`config.mk`:
```
export PLATFORM = sky130hd
export DESIGN_NAME = sjs_lane
export DESIGN_NICKNAME = d
export VERILOG_FILES = /design/src/rtl/sjs_pkg.sv /design/src/rtl/sjs_lane.sv
export SDC_FILE = /design/constraint.sdc
export NUM_CORES = 1
export LEC_CHECK = 0
export ABC_AREA = 1
export BUFFER_PORTS_ARGS = -buffer_cell sky130_fd_sc_hd__buf_2
export CORE_MARGIN = 1.5
export CORE_UTILIZATION = 62
export CTS_BUF_LIST = sky130_fd_sc_hd__clkbuf_4
export CTS_CLUSTER_SIZE = 20
export DETAILED_ROUTE_END_ITERATION = 8
export PLACE_DENSITY_LB_ADDON = 0.3
export SYNTH_ARGS = -nofsm -noshare
export SYNTH_HDL_FRONTEND = slang
export SYNTH_SLANG_ARGS = --single-unit
```
`constraint.sdc`:
```
create_clock -name clk -period 19.2 [get_ports clk]
set_input_delay 0.96 -clock clk [delete_from_list [all_inputs] [get_ports clk]]
set_output_delay 0.96 -clock clk [all_outputs]
set_load 0.02 [all_outputs]
```
`src/rtl/sjs_pkg.sv`:
```
// ----------------------------------------------------------------------------
// sjs_pkg
// Shared types and constants for the servo jog smoother: payload structs,
// per-servo limits, register map and fixed-point widths.
// ----------------------------------------------------------------------------
package sjs_pkg;

  localparam int NSERVO     = 6;
  localparam int LANE_IW    = 3;
  localparam int PULSE_W    = 12;
  localparam int FRAC_BITS  = 16;
  localparam int SMOOTH_W   = PULSE_W + FRAC_BITS;
  localparam int ALPHA_W    = 17;
  localparam int ALPHA_FRAC = 16;
  localparam int PROD_W     = SMOOTH_W + ALPHA_W;
  localparam int STEP_W     = 8;
  localparam int BASE_W     = 8;
  localparam int CFG_AW     = 3;
  localparam int CFG_DW     = 17;
  localparam int ARM_LANES  = 3;

  localparam logic [ALPHA_W-1:0] ALPHA_ONE = ALPHA_W'(1 << ALPHA_FRAC);

  localparam logic [ALPHA_W-1:0] ARM_ALPHA_RST  = ALPHA_W'(3277);
  localparam logic [ALPHA_W-1:0] HAND_ALPHA_RST = ALPHA_W'(65536);
  localparam logic [STEP_W-1:0]  ARM_STEP_RST   = STEP_W'(10);
  localparam logic [STEP_W-1:0]  HAND_STEP_RST  = STEP_W'(15);
  localparam logic [STEP_W-1:0]  BASE_STEP_RST  = STEP_W'(10);

  localparam logic [PULSE_W-1:0] HOME_POS [NSERVO] = '{
    12'd810, 12'd2210, 12'd2500, 12'd1500, 12'd1500, 12'd510};
  localparam logic [PULSE_W-1:0] MIN_POS [NSERVO] = '{
    12'd810, 12'd850, 12'd550, 12'd550, 12'd550, 12'd510};
  localparam logic [PULSE_W-1:0] MAX_POS [NSERVO] = '{
    12'd2150, 12'd2210, 12'd2500, 12'd2450, 12'd2450, 12'd2450};

  typedef enum logic [CFG_AW-1:0] {
    CFG_ARM_ALPHA  = 3'd0,
    CFG_HAND_ALPHA = 3'd1,
    CFG_ARM_STEP   = 3'd2,
    CFG_HAND_STEP  = 3'd3,
    CFG_BASE_STEP  = 3'd4
  } cfg_reg_t;

  typedef struct packed {
    logic base_up;
    logic base_down;
    logic shoulder_up;
    logic shoulder_down;
    logic elbow_left;
    logic elbow_right;
    logic wrist_a_right;
    logic wrist_a_left;
    logic wrist_b_up;
    logic wrist_b_down;
    logic claw_open;
    logic go_home;
  } in_item_t;

  typedef struct packed {
    logic [PULSE_W-1:0] pulse_shoulder_a;
    logic [PULSE_W-1:0] pulse_shoulder_b;
    logic [PULSE_W-1:0] pulse_elbow;
    logic [PULSE_W-1:0] pulse_wrist_a;
    logic [PULSE_W-1:0] pulse_wrist_b;
    logic [PULSE_W-1:0] pulse_claw;
    logic [NSERVO-1:0]  write_mask;
    logic [BASE_W-1:0]  base_position;
  } out_item_t;

  typedef struct packed {
    logic step_en;
    logic step_up;
    logic home;
  } lane_cmd_t;

endpackage

```
`src/rtl/sjs_lane.sv`:
```
// ----------------------------------------------------------------------------
// sjs_lane
// One servo channel: target jog with clamp, exponential smoothing of the
// Q12.16 position toward the target, and home reload.
// ----------------------------------------------------------------------------
module sjs_lane
  import sjs_pkg::*;
(
  input  logic                 clk,
  input  logic                 rst_n,
  input  logic [LANE_IW-1:0]   lane_id,
  input  logic                 en,
  input  lane_cmd_t            cmd,
  input  logic [ALPHA_W-1:0]   alpha,
  input  logic [STEP_W-1:0]    step,
  output logic [PULSE_W-1:0]   pulse_nxt,
  output logic                 moved
);

  localparam int SUM_W = PULSE_W + 2;

  logic [PULSE_W-1:0]  target_r, target_nxt;
  logic [SMOOTH_W-1:0] smooth_r, smooth_nxt;

  logic [SUM_W-1:0]    tgt_sum;
  logic [SUM_W-1:0]    min_ext, max_ext;
  logic [PULSE_W-1:0]  tgt_new;
  logic [SMOOTH_W-1:0] tgt_fx, mag, delta_up, delta_dn;
  logic [ALPHA_W-1:0]  alpha_eff;
  logic [PROD_W-1:0]   prod, prod_rnd;
  logic                dir_up, snap;

  always_comb begin
    min_ext = {2'b00, MIN_POS[lane_id]};
    max_ext = {2'b00, MAX_POS[lane_id]};
    if (!cmd.step_en) begin
      tgt_sum = {2'b00, target_r};
    end else if (cmd.step_up) begin
      tgt_sum = {2'b00, target_r} + {{(SUM_W-STEP_W){1'b0}}, step};
    end else begin
      tgt_sum = {2'b00, target_r} - {{(SUM_W-STEP_W){1'b0}}, step};
    end
    if ($signed(tgt_sum) < $signed(min_ext)) begin
      tgt_new = MIN_POS[lane_id];
    end else if ($signed(tgt_sum) > $signed(max_ext)) begin
      tgt_new = MAX_POS[lane_id];
    end else begin
      tgt_new = tgt_sum[PULSE_W-1:0];
    end

    tgt_fx    = {tgt_new, {FRAC_BITS{1'b0}}};
    dir_up    = (tgt_fx >= smooth_r);
    mag       = dir_up ? (tgt_fx - smooth_r) : (smooth_r - tgt_fx);
    snap      = (mag[SMOOTH_W-1:FRAC_BITS] == '0);
    alpha_eff = (alpha > ALPHA_ONE) ? ALPHA_ONE : alpha;
    prod      = PROD_W'(mag) * PROD_W'(alpha_eff);
    prod_rnd  = prod + PROD_W'(ALPHA_ONE - 1'b1);
    delta_up  = prod[ALPHA_FRAC +: SMOOTH_W];
    delta_dn  = prod_rnd[ALPHA_FRAC +: SMOOTH_W];

    if (snap) begin
      smooth_nxt = tgt_fx;
    end else if (dir_up) begin
      smooth_nxt = smooth_r + delta_up;
    end else begin
      smooth_nxt = smooth_r - delta_dn;
    end
    target_nxt = cmd.home ? HOME_POS[lane_id] : tgt_new;
  end

  assign pulse_nxt = smooth_nxt[SMOOTH_W-1:FRAC_BITS];
  assign moved     = !snap;

  always_ff @(posedge clk) begin
    if (!rst_n) begin
      target_r <= HOME_POS[lane_id];
      smooth_r <= {HOME_POS[lane_id], {FRAC_BITS{1'b0}}};
    end else if (en) begin
      target_r <= target_nxt;
      smooth_r <= smooth_nxt;
    end
  end

endmodule

```
### Word level (Yosys, flattened, before mapping)

Memories as Yosys holds them, arrays and structs flattened.
Index checks and enable logic that the tools add are counted.

* flip-flop bits (word level): 40
* memory bits (read-only): 288
* input port bits: 34
* output and inout port bits: 13
* word-level logic and storage cells: 42
* memories kept: 3

* $add $sub $neg: 7
* $mul: 1
* order comparisons: 5
* equal/unequal tests: 1
* multiplexer cells: 19
* bitwise operators: 1
* reduce and logical (&&, ||, !) cells: 2

Memories
* (no name shown): words 8, width 12, rd ports 1, clocked after Yosys merged registers in 0, wr ports 0, line sjs_lane.sv:46 `tgt_new = MAX_POS[lane_id];`
* (no name shown): words 8, width 12, rd ports 1, clocked after Yosys merged registers in 0, wr ports 0, line sjs_lane.sv:44 `tgt_new = MIN_POS[lane_id];`
* (no name shown): words 8, width 12, rd ports 1, clocked after Yosys merged registers in 0, wr ports 0, line sjs_lane.sv:77 `smooth_r <= {HOME_POS[lane_id], {FRAC_BITS{1'b0}}};`

Operators by type and width (count)
* two-way mux 28 bit: 5
* two-way mux 12 bit: 11
* subtractor 28 bit: 3
* adder 44 x 16 -> 44 bit, second input constant: 1
* multiplier 28 x 17 -> 44 bit: 1
* adder 28 bit: 1
* >= comparator 28 bit: 1
* two-way mux 14 bit: 2
* greater-than comparator 17 bit, second input constant: 1
* two-way mux 17 bit: 1
* greater-than comparator 14 x 13 -> 1 bit: 1
* less-than comparator 14 x 13 -> 1 bit: 1
* adder 12 x 8 -> 13 bit: 1
* subtractor 12 x 8 -> 13 bit: 1
* logical NOT 12 bit: 1
* >= comparator 4 bit, second input constant: 1
* NOT 3 -> 4 bit: 1
* != test 2 x 1 -> 1 bit, second input constant: 1
* logical NOT 1 bit: 1

### Depth between registers and ports, before layout

* word-level depth: 16
* depth in mapped cells: 92
* mapped depth without buffers: 89

### Worst setup path after synthesis

No wires, ideal clock.

* path type: input-to-output
* start: in step[0]
* end: out pulse_nxt[7]
* arrival time: 13.931 ns
* required time: 18.240 ns
* slack: 4.309 ns
* stages: 82
* path buffers: 7
* cell sequence: ha_1 > inv_1 > fa_1 > o31ai_1 > nand2_1 > o311ai_0 > nand2_1 > nand2_1 > nand2_1 > xor2_1 > ha_1 > nand4_1 > nor4b_1 > nand4_1 > nand3_1 > buf_2 > nand3_1 > o211ai_1 > [46 not listed] > nand2_1 > nor3_1 > nand2_1 > nand2_1 > a21oi_1 > o21bai_1 > nand2_1 > nand2_1 > a21oi_1 > o21ai_0 > a21oi_1 > o21ai_0 > a21oi_1 > o21ai_0 > xnor2_1 > nand2_1 > and2_1 > buf_4

* word-level cells in the longest chain between the ends: 13
* elaborated cells between the ends (all ways): 19
* those cells by class: add/sub: 7; mul: 1; order compare: 3; mux: 7; reduce/logical: 1

Ends and longest elaborated chain
* start: declaration: line sjs_lane.sv:15 `input logic [STEP_W-1:0] step,`
* subtractor 12 x 8 -> 13 bit / adder 12 x 8 -> 13 bit (equally long branches): line sjs_lane.sv:41, sjs_lane.sv:39
* two-way mux 14 bit (*): line sjs_lane.sv:38 `end else if (cmd.step_up) begin`
* two-way mux 14 bit (*): line sjs_lane.sv:36 `if (!cmd.step_en) begin`
* greater-than comparator 14 x 13 -> 1 bit: line sjs_lane.sv:45 `end else if ($signed(tgt_sum) > $signed(max_ext)) begin`
* two-way mux 12 bit: line sjs_lane.sv:45
* two-way mux 12 bit (*): line sjs_lane.sv:43 `if ($signed(tgt_sum) < $signed(min_ext)) begin`
* subtractor 28 bit / >= comparator 28 bit (equally long branches): line sjs_lane.sv:53, sjs_lane.sv:52
* two-way mux 28 bit: line sjs_lane.sv:53 `mag = dir_up ? (tgt_fx - smooth_r) : (smooth_r - tgt_fx);`
* multiplier 28 x 17 -> 44 bit: line sjs_lane.sv:56 `prod = PROD_W'(mag) * PROD_W'(alpha_eff);`
* adder 44 x 16 -> 44 bit: line sjs_lane.sv:57 `prod_rnd = prod + PROD_W'(ALPHA_ONE - 1'b1);`
* subtractor 28 bit: line sjs_lane.sv:66 `smooth_nxt = smooth_r - delta_dn;`
* two-way mux 28 bit: line sjs_lane.sv:63 `end else if (dir_up) begin`
* two-way mux 28 bit (*): line sjs_lane.sv:61 `if (snap) begin`
* end: declaration: line sjs_lane.sv:16 `output logic [PULSE_W-1:0] pulse_nxt,`

Every way passes the cells marked *; elsewhere a longest branch is shown, timed or not.

### Final worst setup path

Same ends and word-level chain as after synthesis.

==> flow_metrics.env <==
export IMPL_status="finished, final reports clean"
export IMPL_min_from="smooth_r[3]"
export IMPL_relSlewSlack_pct=20.7
export IMPL_final_util_pct=64.3
export IMPL_routabilityCongestion=0.994
export IMPL_grt_total_usage_pct=38.1
export IMPL_grt_use_met1_pct=50.5
export IMPL_io_buffer_count=46
export IMPL_fmax_mhz=56.5
export IMPL_ys_warn_count=0
export IMPL_grt_busiest_layer="met2"
export IMPL_final_cells=4222
export IMPL_hold_viol=0
export IMPL_die_h_um=204
export IMPL_cp_max_fo=67
export IMPL_ctsHoldBuffers=0
export IMPL_globalRouteOverflowTotal=0
export IMPL_grt_antenna_before_repair=1
export IMPL_cts_tree="built"
export IMPL_finalCritPeriodShare_pct=92.3
export IMPL_avgSynthCellArea_um2=6.69
export IMPL_async_reset_ff_share_pct=0
export IMPL_tightest_slew_ns=1.18
export IMPL_cp_end_kind="primary output"
export IMPL_synthCells=3732
export IMPL_hold_path_class="reg -> reg"
export IMPL_vias=24000
export IMPL_core_um2=39700
export IMPL_syn_num_nets=4363
export IMPL_cts_sinks=40
export IMPL_synth_edf_count=24
export IMPL_grt_util_met2_pct=62.7
export IMPL_cp_data_required_time_ns=18.24
export IMPL_grt_max_degree=68
export IMPL_clk_path_buf_depth=2
export IMPL_cts_buffers=5
export IMPL_clk_latency_ns=0.38
export IMPL_ant_nets=0
export IMPL_synth_most_common_cell="nand2_1"
export IMPL_drc=0
export IMPL_ys_ff_latch=40
export IMPL_clkSlewWorstSetupHoldPaths_ns=0.13
export IMPL_wl_um=77200
export IMPL_vias_per_cell=5.67
export IMPL_die_w_um=204
export IMPL_arrival_ns=16.75
export IMPL_fin_tns_setup_ns=0
export IMPL_report_final_slew_viol_count=0
export IMPL_synth_area_leader_cell="fa_1"
export IMPL_fin_skew_ns=0.0149
export IMPL_place_inst=4213
export IMPL_synthTopCellsByArea="fa_1 31%, nand2_1 15%, inv_1 13%, ha_1 10%, nor2_1 5.3%"
export IMPL_finalSetupViolCount=0
export IMPL_synth_flop_cell="edfxtp_1"
export IMPL_r2r_start="target_r[0]"
export IMPL_hpwl_um=64700
export IMPL_cts_htree_levels=2
export IMPL_cp_slowest_cell="fa_1"
export IMPL_max_cap_violations=0
export IMPL_synth_top_cell_area_share_pct=31.4
export IMPL_crit_start="step[0]"
export IMPL_max_stage_delay_ns=0.55
export IMPL_grt_use_met3_pct=4.94
export IMPL_grt_pass1_wl_um=124000
export IMPL_wire_per_inst_um=18.3
export IMPL_syn_to_final_growth_pct=2.41
export IMPL_num_nets_final=4326
export IMPL_syn_area_um2=25000
export IMPL_initial_core_util_pct=62.8
export IMPL_die_area_um2=41500
export IMPL_dr_pass1_iters=6
export IMPL_synth_distinct_cells=59
export IMPL_cts_root_buf="clkbuf_4"
export IMPL_start_kind="primary input"
export IMPL_ys_top_cells_by_count="1,024 x nand2_1, 842 x inv_1, 392 x fa_1, 351 x nor2_1, 205 x ha_1"
export IMPL_drive_gt1_share_pct=4.71
export IMPL_seq_area_frac_synth_pct=4.17
export IMPL_period_minus_slack_ns=17.71
export IMPL_grt_pass1_vias=23900
export IMPL_cts_repair_resized=0
export IMPL_rsz0062_at_grt="no"
export IMPL_post_cts_setup_buffer_count=0
export IMPL_drt_iter0_markers=2418
export IMPL_io_pin_count=47
export IMPL_worstSetupPathType="in -> out"
export IMPL_crit_top_cell="nand2_1"
export IMPL_num_rows=73
==> logic make-up (layout without fill, tap and decap cells) <==
family | after synthesis | in the layout | synth area share (%)
adders and majority gates | 597 | 597 | 41.7
other | 0 | 1 | 0
and+or+nand+nor | 1730 | 1730 | 29.3
AOI/OAI and AO/OA | 305 | 305 | 6.82
DFF | 40 | 40 | 4.17
buffers and inverters | 971 | 935 | 14.8
xor gates and xnor gates | 89 | 89 | 3.15
==> layer usage <==
| metal | share of wire (%) | routed length [um] |
|---|---|---|
| met3 | 9.7 | 7470 |
| met2 | 46 | 35900 |
| met4 | 4.6 | 3550 |
| met5 | 0 | 0 |
| met1 | 39 | 30300 |
==> flip-flops by register name, summed over array words and instances, names as in the netlist <==
name and cells:
smooth_r 28, target_r 12
==> worst max-delay path, delay by kind of cell <==
kind            cells  cell delay, ns
simple gates       35            4.57
compound gates     17            3.60
buf+inv            11            1.76
xor+xnor            2            0.37
fa+ha+maj          13            5.40
==> cell usage in the layout (no fill, tap or decap), types with 23 or more instances in the layout <==
cell type	count
nand4_1	50
xnor2_1	23
nor3_1	32
ha_1	205
nand2_1	1024
nor2_1	351
o21ai_0	97
buf_2	46
xor2_1	65
nand3_1	160
fa_1	392
inv_1	842
nand2_2	32
a21oi_1	114
edfxtp_1	24
==> area by class of cell <==
class | count | area [um^2]
Multi-Input combinational cell | 2721 | 20200
Fill cell | 3714 | 14200
Inverter | 872 | 3270
Sequential cell | 40 | 1040
Tap cell | 525 | 657
Timing Repair Buffer | 55 | 298
Clock buffer | 5 | 37.5
Clock inverter | 3 | 37.5
Antenna cell | 1 | 2.50
==> stage by stage <==
| step | area [um^2] | hold WS, ns | setup slack (ns) |
|---|---|---|---|
| 6_report | 25600 | 0.602 | 1.49 |
| 3_3_place_gp | 25500 | 0.563 | 2.06 |
| 4_1_cts | 25600 | 0.600 | 1.84 |
| 2_1_floorplan | 25000 | 0.520 | 4.31 |
| 5_1_grt | 25600 | 0.622 | 0.152 |
| 3_5_place_dp | 25500 | 0.581 | 1.90 |
==> final timing paths <==
kind,slack [ns],end,cells past startpoint
max,1.49,pulse_nxt[7],78
min,0.60,smooth_r[3],2
max reg2reg,3.01,smooth_r[23],77
min reg2reg,0.60,smooth_r[3],2
Power is not shown: default switching activity piles up to over one toggle a cycle in this logic, so the estimate is an artifact.
